==> config.mk <==
export PLATFORM = sky130hd
export DESIGN_NAME = delimited_text_cell_tokenizer
export DESIGN_NICKNAME = d
export VERILOG_FILES = /design/src/hdl/dtct_pkg.sv /design/src/hdl/dtct_cfg_regs.sv /design/src/hdl/dtct_in_stage.sv /design/src/hdl/dtct_decode.sv /design/src/hdl/dtct_out_stage.sv /design/src/hdl/delimited_text_cell_tokenizer.sv
export SDC_FILE = /design/constraint.sdc
export NUM_CORES = 1
export LEC_CHECK = 0
export BUFFER_PORTS_ARGS = -buffer_cell sky130_fd_sc_hd__buf_2
export CAP_MARGIN = 20
export CORE_MARGIN = 3
export CORE_UTILIZATION = 60
export DETAILED_ROUTE_END_ITERATION = 16
export PLACE_DENSITY = 0.81
export SLEW_MARGIN = 20
export SYNTH_ARGS = -nofsm -noshare
export SYNTH_HDL_FRONTEND = slang
export SYNTH_SLANG_ARGS = --single-unit
export TNS_END_PERCENT = 5
==> constraint.sdc <==
create_clock -name clk -period 4.47 [get_ports clk]
set_input_delay 0.2235 -clock clk [delete_from_list [all_inputs] [get_ports clk]]
set_output_delay 0.2235 -clock clk [all_outputs]
set_load 0.01 [all_outputs]
==> src/hdl/dtct_pkg.sv <==
// ----------------------------------------------------------------------------
// dtct_pkg
// Types, codes and character constants of the delimited text cell tokenizer.
// ----------------------------------------------------------------------------
package dtct_pkg;

    // Request on the input channel
    typedef struct packed {
        logic       func;       // 0 data byte, 1 end of flow
        logic [7:0] in_byte;
    } item_t;

    // Request on the output channel
    typedef struct packed {
        logic [2:0] token_kind;
        logic [7:0] cell_byte;
    } result_t;

    // Decoder output toward the output stage
    typedef struct packed {
        logic    emit;
        result_t result;
    } dec_t;

    // Scanner mode
    typedef enum logic [2:0] {
        MODE_NORMAL  = 3'd0,
        MODE_ESCAPE  = 3'd1,
        MODE_SKIP_CR = 3'd2,
        MODE_SKIP_LF = 3'd3
    } scan_mode_t;

    // Token kinds
    localparam logic [2:0] KIND_DATA = 3'd0;
    localparam logic [2:0] KIND_SEP  = 3'd1;
    localparam logic [2:0] KIND_EOL  = 3'd2;
    localparam logic [2:0] KIND_EOF  = 3'd3;
    localparam logic [2:0] KIND_ERR  = 3'd4;

    // Configuration register indexes
    localparam logic CFG_SEPARATOR = 1'b0;
    localparam logic CFG_ESCAPE    = 1'b1;

    // Configuration reset values
    localparam logic [7:0] SEPARATOR_RESET = 8'h09;
    localparam logic [7:0] ESCAPE_RESET    = 8'h5C;

    // Characters
    localparam logic [7:0] CH_LF    = 8'h0A;
    localparam logic [7:0] CH_CR    = 8'h0D;
    localparam logic [7:0] CH_TAB   = 8'h09;
    localparam logic [7:0] CH_N     = 8'h6E;
    localparam logic [7:0] CH_R     = 8'h72;
    localparam logic [7:0] CH_S     = 8'h73;
    localparam logic [7:0] CH_T     = 8'h74;

endpackage

==> src/hdl/dtct_cfg_regs.sv <==
// ----------------------------------------------------------------------------
// dtct_cfg_regs
// Separator and escape character registers behind the plain write port.
// ----------------------------------------------------------------------------
module dtct_cfg_regs (
    input  logic       clk,
    input  logic       rst_n,
    input  logic       cfg_write,
    input  logic       cfg_index,
    input  logic [7:0] cfg_data,
    output logic [7:0] separator_char,
    output logic [7:0] escape_char
);

    logic [7:0] separator_reg;
    logic [7:0] separator_next;
    logic [7:0] escape_reg;
    logic [7:0] escape_next;

    // Decode the write
    always_comb
    begin
        separator_next = separator_reg;
        escape_next    = escape_reg;
        if (cfg_write)
        begin
            unique case (cfg_index)
                dtct_pkg::CFG_SEPARATOR: separator_next = cfg_data;
                dtct_pkg::CFG_ESCAPE:    escape_next    = cfg_data;
                default:                 separator_next = separator_reg;
            endcase
        end
    end

    // Hold the registers
    always_ff @(posedge clk or negedge rst_n)
    begin
        if (!rst_n)
        begin
            separator_reg <= dtct_pkg::SEPARATOR_RESET;
            escape_reg    <= dtct_pkg::ESCAPE_RESET;
        end
        else
        begin
            separator_reg <= separator_next;
            escape_reg    <= escape_next;
        end
    end

    assign separator_char = separator_reg;
    assign escape_char    = escape_reg;

endmodule

==> src/hdl/dtct_in_stage.sv <==
// ----------------------------------------------------------------------------
// dtct_in_stage
// Input register: captures one request and holds it until the decoder takes it.
// ----------------------------------------------------------------------------
module dtct_in_stage (
    input  logic                clk,
    input  logic                rst_n,
    input  logic                in_valid,
    output logic                in_stall,
    input  dtct_pkg::item_t     in_item,
    input  logic                advance,
    output logic                held_valid,
    output dtct_pkg::item_t     held_item
);

    logic            valid_reg;
    logic            valid_next;
    dtct_pkg::item_t item_reg;
    logic            accept;

    // Stall only while a held request cannot move on this cycle
    assign in_stall = valid_reg && !advance;
    assign accept   = in_valid && !in_stall;

    always_comb
    begin
        priority if (accept)
            valid_next = 1'b1;
        else if (advance)
            valid_next = 1'b0;
        else
            valid_next = valid_reg;
    end

    always_ff @(posedge clk or negedge rst_n)
    begin
        if (!rst_n)
            valid_reg <= 1'b0;
        else
            valid_reg <= valid_next;
    end

    // Capture the payload
    always_ff @(posedge clk)
    begin
        if (accept)
            item_reg <= in_item;
    end

    assign held_valid = valid_reg;
    assign held_item  = item_reg;

endmodule

==> src/hdl/dtct_decode.sv <==
// ----------------------------------------------------------------------------
// dtct_decode
// Scan mode machine: decides the token for the held byte combinationally.
// ----------------------------------------------------------------------------
module dtct_decode (
    input  logic                clk,
    input  logic                rst_n,
    input  dtct_pkg::item_t     item,
    input  logic                advance,
    input  logic [7:0]          separator_char,
    input  logic [7:0]          escape_char,
    output dtct_pkg::dec_t      dec
);

    dtct_pkg::scan_mode_t mode_reg;
    dtct_pkg::scan_mode_t mode_next;
    logic [7:0]           b;
    logic                 is_escaped;
    logic                 swallow;

    assign b          = item.in_byte;
    assign is_escaped = (mode_reg == dtct_pkg::MODE_ESCAPE);

    // Partner byte of a line end just seen
    always_comb
    begin
        unique case (mode_reg)
            dtct_pkg::MODE_SKIP_CR: swallow = (b == dtct_pkg::CH_CR);
            dtct_pkg::MODE_SKIP_LF: swallow = (b == dtct_pkg::CH_LF);
            default:                swallow = 1'b0;
        endcase
    end

    // Next mode
    always_comb
    begin
        mode_next = dtct_pkg::MODE_NORMAL;
        priority if (item.func)
            mode_next = dtct_pkg::MODE_NORMAL;
        else if (is_escaped)
        begin
            priority if (b == dtct_pkg::CH_N || b == dtct_pkg::CH_R ||
                         b == dtct_pkg::CH_S || b == dtct_pkg::CH_T)
                mode_next = dtct_pkg::MODE_NORMAL;
            else if (b == dtct_pkg::CH_LF)
                mode_next = dtct_pkg::MODE_SKIP_CR;
            else if (b == dtct_pkg::CH_CR)
                mode_next = dtct_pkg::MODE_SKIP_LF;
            else
                mode_next = dtct_pkg::MODE_NORMAL;
        end
        else if (swallow)
            mode_next = dtct_pkg::MODE_NORMAL;
        else if (b == escape_char)
            mode_next = dtct_pkg::MODE_ESCAPE;
        else if (b == dtct_pkg::CH_LF)
            mode_next = dtct_pkg::MODE_SKIP_CR;
        else if (b == dtct_pkg::CH_CR)
            mode_next = dtct_pkg::MODE_SKIP_LF;
        else
            mode_next = dtct_pkg::MODE_NORMAL;
    end

    // Token for this byte
    always_comb
    begin
        dec.emit              = 1'b1;
        dec.result.token_kind = dtct_pkg::KIND_DATA;
        dec.result.cell_byte  = 8'h00;
        priority if (item.func)
            dec.result.token_kind = is_escaped ? dtct_pkg::KIND_ERR : dtct_pkg::KIND_EOF;
        else if (is_escaped)
        begin
            priority if (b == dtct_pkg::CH_N)
                dec.result.cell_byte = dtct_pkg::CH_LF;
            else if (b == dtct_pkg::CH_R)
                dec.result.cell_byte = dtct_pkg::CH_CR;
            else if (b == dtct_pkg::CH_S)
                dec.result.cell_byte = separator_char;
            else if (b == dtct_pkg::CH_T)
                dec.result.cell_byte = dtct_pkg::CH_TAB;
            else if (b == dtct_pkg::CH_LF || b == dtct_pkg::CH_CR ||
                     b == dtct_pkg::CH_TAB)
                dec.emit = 1'b0;    // line continuation, dropped tab
            else if (b == escape_char)
                dec.result.cell_byte = escape_char;
            else
                dec.result.token_kind = dtct_pkg::KIND_ERR;
        end
        else if (swallow)
            dec.emit = 1'b0;
        else if (b == escape_char)
            dec.emit = 1'b0;
        else if (b == dtct_pkg::CH_LF || b == dtct_pkg::CH_CR)
            dec.result.token_kind = dtct_pkg::KIND_EOL;
        else if (b == separator_char)
            dec.result.token_kind = dtct_pkg::KIND_SEP;
        else
            dec.result.cell_byte = b;
    end

    // Advance the mode with the request
    always_ff @(posedge clk or negedge rst_n)
    begin
        if (!rst_n)
            mode_reg <= dtct_pkg::MODE_NORMAL;
        else if (advance)
            mode_reg <= mode_next;
    end

endmodule

==> src/hdl/dtct_out_stage.sv <==
// ----------------------------------------------------------------------------
// dtct_out_stage
// Output register: holds one token until the downstream side takes it.
// ----------------------------------------------------------------------------
module dtct_out_stage (
    input  logic                clk,
    input  logic                rst_n,
    input  logic                load,
    input  dtct_pkg::result_t   result,
    output logic                ready,
    output logic                out_valid,
    input  logic                out_stall,
    output dtct_pkg::result_t   out_item
);

    logic              valid_reg;
    logic              valid_next;
    dtct_pkg::result_t item_reg;

    // Room when empty or when the held token leaves this cycle
    assign ready = !valid_reg || !out_stall;

    always_comb
    begin
        priority if (load)
            valid_next = 1'b1;
        else if (!out_stall)
            valid_next = 1'b0;
        else
            valid_next = valid_reg;
    end

    always_ff @(posedge clk or negedge rst_n)
    begin
        if (!rst_n)
            valid_reg <= 1'b0;
        else
            valid_reg <= valid_next;
    end

    always_ff @(posedge clk)
    begin
        if (load)
            item_reg <= result;
    end

    assign out_valid = valid_reg;
    assign out_item  = item_reg;

endmodule

==> src/hdl/delimited_text_cell_tokenizer.sv <==
// ----------------------------------------------------------------------------
// delimited_text_cell_tokenizer
// Splits separator-delimited table text, one byte per request, into tokens:
// a cell data byte, a separator, an end of line, an end of file (on an
// end-of-flow request) or an error. Escape sequences give literal newline,
// return, tab, separator or escape bytes; an escaped line end continues the
// line. One request is taken every clock cycle unless in_stall is high; a
// token passes the input register, then the output register. The scan mode
// register is updated by the decoder in the same cycle it decides a byte.
// Bytes that give no token (escape, swallowed line-end partner, continuation)
// are consumed without using the output.
// Configuration writes are taken at any time and need no wait.
// ----------------------------------------------------------------------------
module delimited_text_cell_tokenizer (
    input  logic                clk,
    input  logic                rst_n,
    input  logic                in_valid,
    output logic                in_stall,
    input  dtct_pkg::item_t     in_item,
    output logic                out_valid,
    input  logic                out_stall,
    output dtct_pkg::result_t   out_item,
    input  logic                cfg_write,
    input  logic                cfg_index,
    input  logic [7:0]          cfg_data
);

    logic            held_valid;
    dtct_pkg::item_t held_item;
    dtct_pkg::dec_t  dec;
    logic            out_ready;
    logic            advance;
    logic [7:0]      separator_char;
    logic [7:0]      escape_char;

    // Move on when the token has room or there is no token
    assign advance = held_valid && (!dec.emit || out_ready);

    dtct_cfg_regs u_cfg (
        .clk            (clk),
        .rst_n          (rst_n),
        .cfg_write      (cfg_write),
        .cfg_index      (cfg_index),
        .cfg_data       (cfg_data),
        .separator_char (separator_char),
        .escape_char    (escape_char)
    );

    dtct_in_stage u_in (
        .clk        (clk),
        .rst_n      (rst_n),
        .in_valid   (in_valid),
        .in_stall   (in_stall),
        .in_item    (in_item),
        .advance    (advance),
        .held_valid (held_valid),
        .held_item  (held_item)
    );

    dtct_decode u_dec (
        .clk            (clk),
        .rst_n          (rst_n),
        .item           (held_item),
        .advance        (advance),
        .separator_char (separator_char),
        .escape_char    (escape_char),
        .dec            (dec)
    );

    dtct_out_stage u_out (
        .clk       (clk),
        .rst_n     (rst_n),
        .load      (advance && dec.emit),
        .result    (dec.result),
        .ready     (out_ready),
        .out_valid (out_valid),
        .out_stall (out_stall),
        .out_item  (out_item)
    );

endmodule

Word-level counts from Yosys, hierarchy flattened
Cells that the tools add are included.
{"block": "word_totals", "regBits": 41, "in_bits": 23, "wordCells": 78}
{"block": "op_classes", "eq_ne": 13, "muxes": 36, "bitwise_logic": 1, "reduce_logical": 19}
{"operator": "8-bit 2-to-1 mux", "n": 7}
{"operator": "11-bit 2-to-1 mux", "n": 3}
{"operator": "8-bit by 7-bit equality test with 1-bit output (second input constant)", "n": 4}
{"operator": "3-bit 2-to-1 mux", "n": 10}
{"operator": "8-bit by 4-bit equality test with 1-bit output (second input constant)", "n": 3}
{"operator": "8-bit equality test", "n": 2}
{"operator": "4-bit 2-to-1 mux", "n": 4}
{"operator": "12-bit 2-to-1 mux", "n": 1}
{"operator": "1-bit 2-to-1 mux", "n": 9}
{"operator": "1-bit logical OR", "n": 7}
{"operator": "3-bit by 2-bit equality test with 1-bit output (second input constant)", "n": 2}
{"operator": "1-bit zero test", "n": 5}
{"operator": "1-bit logical AND", "n": 4}
{"operator": "2-bit AND reduction", "n": 2}
{"operator": "3-bit by 1-bit equality test with 1-bit output (second input constant)", "n": 1}
{"operator": "2-bit 2-to-1 mux", "n": 1}
{"operator": "2-bit by 1-bit inequality test with 1-bit output (second input constant)", "n": 1}
{"operator": "1-bit one-hot mux with 2 select lines", "n": 1}
{"operator": "2-bit nonzero test", "n": 1}
{"operator": "1-bit NOT", "n": 1}

Longest topological paths before layout
{"block": "depth", "depth_word": 18, "mapped_depth": 8, "depth_no_buf": 6}

Cells and area by module
Synthesis repeated with hierarchy kept, for this count alone.
{"block": "unflattened", "hier_cells": 184, "hier_area_um2": 2240.9}
{"mod": "dtct_decode", "instances": 1, "cells_each": 118, "area_each_um2": 878.3, "seq_area_each_um2": 50.0}
{"mod": "dtct_cfg_regs", "instances": 1, "cells_each": 35, "area_each_um2": 649.4, "seq_area_each_um2": 407.9}
{"mod": "dtct_out_stage", "instances": 1, "cells_each": 14, "area_each_um2": 366.6, "seq_area_each_um2": 355.3}
{"mod": "dtct_in_stage", "instances": 1, "cells_each": 14, "area_each_um2": 327.8, "seq_area_each_um2": 295.3}
{"mod": "delimited_text_cell_tokenizer", "instances": 1, "cells_each": 3, "area_each_um2": 18.8, "seq_area_each_um2": 0.0}

Worst setup path after synthesis
OpenSTA, ideal clock, no wires.
{"block": "synth_path", "kind": "register to register", "start": "reg u_in.item_reg, in the netlist u_in.held_item[4]", "end": "reg u_in.item_reg, in the netlist u_in.held_item[0] (enable)", "setup_ns": 0.336, "arrival_time_ns": 1.986, "setup_slack_ns": 2.148, "path_stages_with_launch": 7, "n_path_buf": 0, "synth_period_minus_slack_ns": 2.322, "cell_sequence": "edfxtp_1 -> or4b_4 -> a211oi_2 -> nand2_1 -> a31o_1 -> nand2_2 -> o21a_1"}
{"block": "synth_between", "elab_chain_len": 17, "elab_cells_between_ends": 27, "cone_classes": "8 x eq/ne; 10 x mux; 9 x reduce/logical"}
{"item": "start: declaration", "line_no": "dtct_in_stage.sv:18", "text": "dtct_pkg::item_t item_reg;"}
{"item": "start signal: assignment", "line_no": "dtct_in_stage.sv:47", "text": "item_reg <= in_item;"}
{"item": "8-bit by 4-bit equality test with 1-bit output, on equally long branches", "line_no": "dtct_decode.sv:29, dtct_decode.sv:82, dtct_decode.sv:28"}
{"item": "1-bit logical OR (2 in a row)", "line_no": "dtct_decode.sv:82", "text": "else if (b == dtct_pkg::CH_LF || b == dtct_pkg::CH_CR ||"}
{"item": "1-bit 2-to-1 mux", "line_no": "dtct_decode.sv:82"}
{"item": "4-bit 2-to-1 mux", "line_no": "dtct_decode.sv:80", "text": "else if (b == dtct_pkg::CH_T)"}
{"item": "4-bit 2-to-1 mux", "line_no": "dtct_decode.sv:78", "text": "else if (b == dtct_pkg::CH_S)"}
{"item": "4-bit 2-to-1 mux", "line_no": "dtct_decode.sv:76", "text": "else if (b == dtct_pkg::CH_R)"}
{"item": "4-bit 2-to-1 mux", "line_no": "dtct_decode.sv:74", "text": "priority if (b == dtct_pkg::CH_N)"}
{"item": "12-bit 2-to-1 mux (*)", "line_no": "dtct_decode.sv:72", "text": "else if (is_escaped)"}
{"item": "1-bit 2-to-1 mux (*)", "line_no": "dtct_decode.sv:70", "text": "priority if (item.func)"}
{"item": "1-bit zero test (*)", "line_no": "delimited_text_cell_tokenizer.sv:37", "text": "assign advance = held_valid && (!dec.emit || out_ready);"}
{"item": "1-bit logical OR (*)", "line_no": "delimited_text_cell_tokenizer.sv:37"}
{"item": "1-bit logical AND (*)", "line_no": "delimited_text_cell_tokenizer.sv:37"}
{"item": "1-bit zero test (*)", "line_no": "dtct_in_stage.sv:22", "text": "assign in_stall = valid_reg && !advance;"}
{"item": "1-bit logical AND (*)", "line_no": "dtct_in_stage.sv:22"}
{"item": "1-bit zero test (*)", "line_no": "dtct_in_stage.sv:23", "text": "assign accept = in_valid && !in_stall;"}
{"item": "1-bit logical AND (*)", "line_no": "dtct_in_stage.sv:23"}
{"item": "named net u_in.accept", "line_no": "dtct_in_stage.sv:19", "text": "logic accept;"}
Mark *: on every way through the listed nets, which the timed path passes. The rest lies on a longest branch.
A chain may end at the register's enable or synchronous reset.

Final worst setup path
{"block": "layout_path", "start": "reg u_in.item_reg, in the netlist u_in.held_item[1]", "end": "out in_stall"}
{"block": "layout_between", "elab_chain_len": 15, "elab_cells_between_ends": 25, "cone_classes": "8 x eq/ne; 10 x mux; 7 x reduce/logical"}
{"item": "8-bit by 4-bit equality test with 1-bit output, on equally long branches", "line_no": "dtct_decode.sv:29, dtct_decode.sv:82, dtct_decode.sv:28"}
{"item": "1-bit logical OR (2 in a row)", "line_no": "dtct_decode.sv:82"}
{"item": "1-bit 2-to-1 mux", "line_no": "dtct_decode.sv:82"}
{"item": "4-bit 2-to-1 mux", "line_no": "dtct_decode.sv:80"}
{"item": "4-bit 2-to-1 mux", "line_no": "dtct_decode.sv:78"}
{"item": "4-bit 2-to-1 mux", "line_no": "dtct_decode.sv:76"}
{"item": "4-bit 2-to-1 mux", "line_no": "dtct_decode.sv:74"}
{"item": "12-bit 2-to-1 mux (*)", "line_no": "dtct_decode.sv:72"}
{"item": "1-bit 2-to-1 mux (*)", "line_no": "dtct_decode.sv:70"}
{"item": "1-bit zero test (*)", "line_no": "delimited_text_cell_tokenizer.sv:37"}
{"item": "1-bit logical OR (*)", "line_no": "delimited_text_cell_tokenizer.sv:37"}
{"item": "1-bit logical AND (*)", "line_no": "delimited_text_cell_tokenizer.sv:37"}
{"item": "1-bit zero test (*)", "line_no": "dtct_in_stage.sv:22"}
{"item": "1-bit logical AND (*)", "line_no": "dtct_in_stage.sv:22"}
{"item": "end: declaration", "line_no": "delimited_text_cell_tokenizer.sv:18", "text": "output logic in_stall,"}
Mark *: on every way between the ends. The rest lies on a longest branch, timed or not.

==> impl_results.md <==
* Outcome: complete, no violations
* Filler cell count at 262
* DRC at 0
* Largest fanout on the critical path at 14
* Fmax at 374.4 MHz
* Slowest cell on crit path: edfxtp_1
* Post-synthesis average cell area at 11.57 um2
* Util after Layout at 71.79%
* Root buf cell: clkbuf_4
* Post-DP HPWL at 3.336 mm
* CTS tree: done
* Starting DRT DRC Count at 127
* Sw Pwr at 0.2107 mW
* Routed Wire Length at 4.387 mm
* Min-delay worst type: input port to flip-flop
* Critical path launch point type: flip-flop
* Vias per cell at 6.037
* Share of post-route cells with drive strength above 1 at 33.04%
* Routed vias at 1630
* Sw frac at 25.38%
* Static leakage at 0.9523 nW
* Tcrit/Tclk final at 59.75%
* Sequential Power Share at 57.0%
* DRT Pass-1 Iters at 4
* CTS H-tree lvls at 2
* FP Rows at 21
* Peak supply drop at 231.3 uV
* Worst-Margin Slew at 936.6 ps
* Synth Flop Type: edfxtp_1
* Port Buf Inserts at 35
* Starting Density at 63.70%
* Required time worst endpoint at 4250 ps
* Worst Path Arrival at 2450 ps
* Gate Count Post-Synth at 188
* Max incr delay on CP at 630 ps
* Relative slew slack at 37.56%
* Internal Power at 0.6196 mW
* Max Root-Sink Buffers at 2
* Top cells by area, synth: edfxtp_1, dfrtp_1, mux2_2, dfstp_2, xnor2_1
* Fin Setup TNS at 0 ps
* Final Slew Violations at 0
* Commonest cells after routing, fill and taps aside: buf_2, edfxtp_1, xnor2_1, mux2_2, dfrtp_1
* Post-synth top area share at 27.60%
* Synth async-reset ratio at 50.00%
* # diodes at 0
* Max Cap Viol at 0
* # IOs at 36
* CP delay by family, top: compound AO/OA/AOI/OAI gates
* Num CTS Buffers at 5
* Max reg flops at 11
* Clk pin slew, worst setup/hold paths at 120 ps
* Top cell type by total area after synthesis: edfxtp_1
* Buffer and inverter count on the worst path at 1
* First-pass GRT wire length at 7.169 mm
* Mapped cell area at 2176 um2
* Final Skew at 8.790 ps
* Clock Power Share at 27.7%
* Syn nets at 211
* CTS sink cnt at 40
* Initial antenna violation count at 0
* FF+latch count, synth at 40
* Routed Antenna Nets at 0
* Die height at 66.22 um
* Die Span X at 66.22 um
* Largest net degree at the start of global routing at 21
* RSZ-0062 raised after global routing: no
* WL/cell at 16.25 um
* Combinational fraction of design power at 15.3%
* Crit path cell chain: or3b_4, a211oi_2, o21ai_0, a31o_1, nand2_2, nor2_1, buf_2
* Final Net Count at 246
* Number of enable flip-flop cells after synthesis at 20
* Area Growth Syn to Fin at 12.71%
* Final Hold Viols at 0
* Synth cell types at 53
* CP Capture Type: primary output
* Core region area at 3416 um2
* Vias in the first global route at 1525
* GPL Wtd Cong at 0.9358
* Synthesis Warnings at 0
* Sequential fraction of the synthesis area at 50.95%
* Fin crit period at 2671 ps
* Overall routing resource usage at 22.01%
* Setup Viol. Count Final at 0
* GR Overflow Total at 0
* Die ar. at 4385 um2
* Pwr dens at 338.6 nW/um2
* Clk_lat worst skew at 340 ps
* Crit Path Class: flip-flop to primary output
* Most common cell after layout, fill and taps aside: buf_2
-- power groups by stage --
stage          registers, mW  logic, mW  clock network (mW)
2_1_floorplan          0.469     0.0929                   0
3_3_place_gp           0.479      0.124                   0
3_5_place_dp           0.480      0.127                   0
4_1_cts                0.472      0.128               0.235
5_1_grt                0.478      0.140               0.251
6_report               0.473      0.127               0.230
-- path summary, 6_finish.rpt --
path	startpoint	to	slack, ps	cells past startpoint
worst max-delay path	u_in.held_item[1]	in_stall	1800	7
worst min-delay path	in_item[8]	u_in.held_item[8]	40	1
worst max register to register	u_in.held_item[1]	u_out.out_item[0]	1840	6
worst min register to register	u_cfg.escape_char[7]	u_cfg.escape_char[7]	590	1
max in group asynchronous	rst_n	u_cfg.escape_char[6]	3770	2
min in group asynchronous	rst_n	u_out.out_valid	350	2
-- cell families after synthesis --
group / Yosys count / share of synthesized area, %
DFF: 40 / 50.95
buffers and inverters: 13 / 2.818
and+or+nand+nor: 63 / 17.19
muxes: 17 / 8.741
AOI/OAI and AO/OA: 39 / 13.86
xor gates and xnor gates: 16 / 6.440
-- cell type report --
cell class	instances	area (um2)	area share [%]
Sequential cell	40	1109	45.20
Multi-Input combinational cell	135	1006	41.02
Timing Repair Buffer	36	185.2	7.551
Tap cell	46	57.56	2.347
Clock buffer	6	41.29	1.684
Clock inverter	2	35.03	1.429
Inverter	5	18.77	0.7653
-- routing by layer --
metal	share of wire (%)	up-vias	track usage, %	wire, um
met5	0	-	0	0
li1	-	776	-	-
met4	1.8	0	10.15	77
met3	7.9	7	5.102	347
met2	48	76	33.33	2094
met1	43	771	29.88	1867
-- worst register-to-register path: cells and delay by family, from the launching register on --
family           cells  cell delay [ps]
AND/OR/NAND/NOR      3              650
multiplexers         1               70
flip-flops           1              600
AO/OA/AOI/OAI        2              940
-- through the flow --
step	power (mW)	hold WS, ps	instances	setup slack [ps]	instance area [um2]
3_3_place_gp	0.6031	187.2	261	1958	2366
4_1_cts	0.8351	31.75	270	1803	2452
6_report	0.8303	43.69	270	1799	2452
5_1_grt	0.8696	23.56	270	1610	2452
2_1_floorplan	0.5622	-72.09	188	2148	2176
3_5_place_dp	0.6066	194.7	261	1874	2366
-- Yosys cell counts, types with 3 or more instances --
library cell,n
inv_1,5
mux2_2,16
nand2_1,8
o21ai_0,5
dfstp_2,6
edfxtp_1,20
a221o_1,4
a22o_1,4
nor2b_1,4
and2_1,3
dfrtp_1,14
nor3_1,6
nand3_1,9
buf_2,4
nand4_1,6
nor2_1,8
xnor2_1,16
a21oi_1,5
-- timing repair --
| action | in CTS | in global routing |
|---|---|---|
| endpoints found under the setup margin | 0 | 0 |
| hold buffers | 1 | 0 |
| setup buffers | 0 | 0 |
| resized for setup | 0 | 0 |
| hold endpoints to repair | 14 | 0 |
Note: power is estimated with default switching activity, not from simulation.
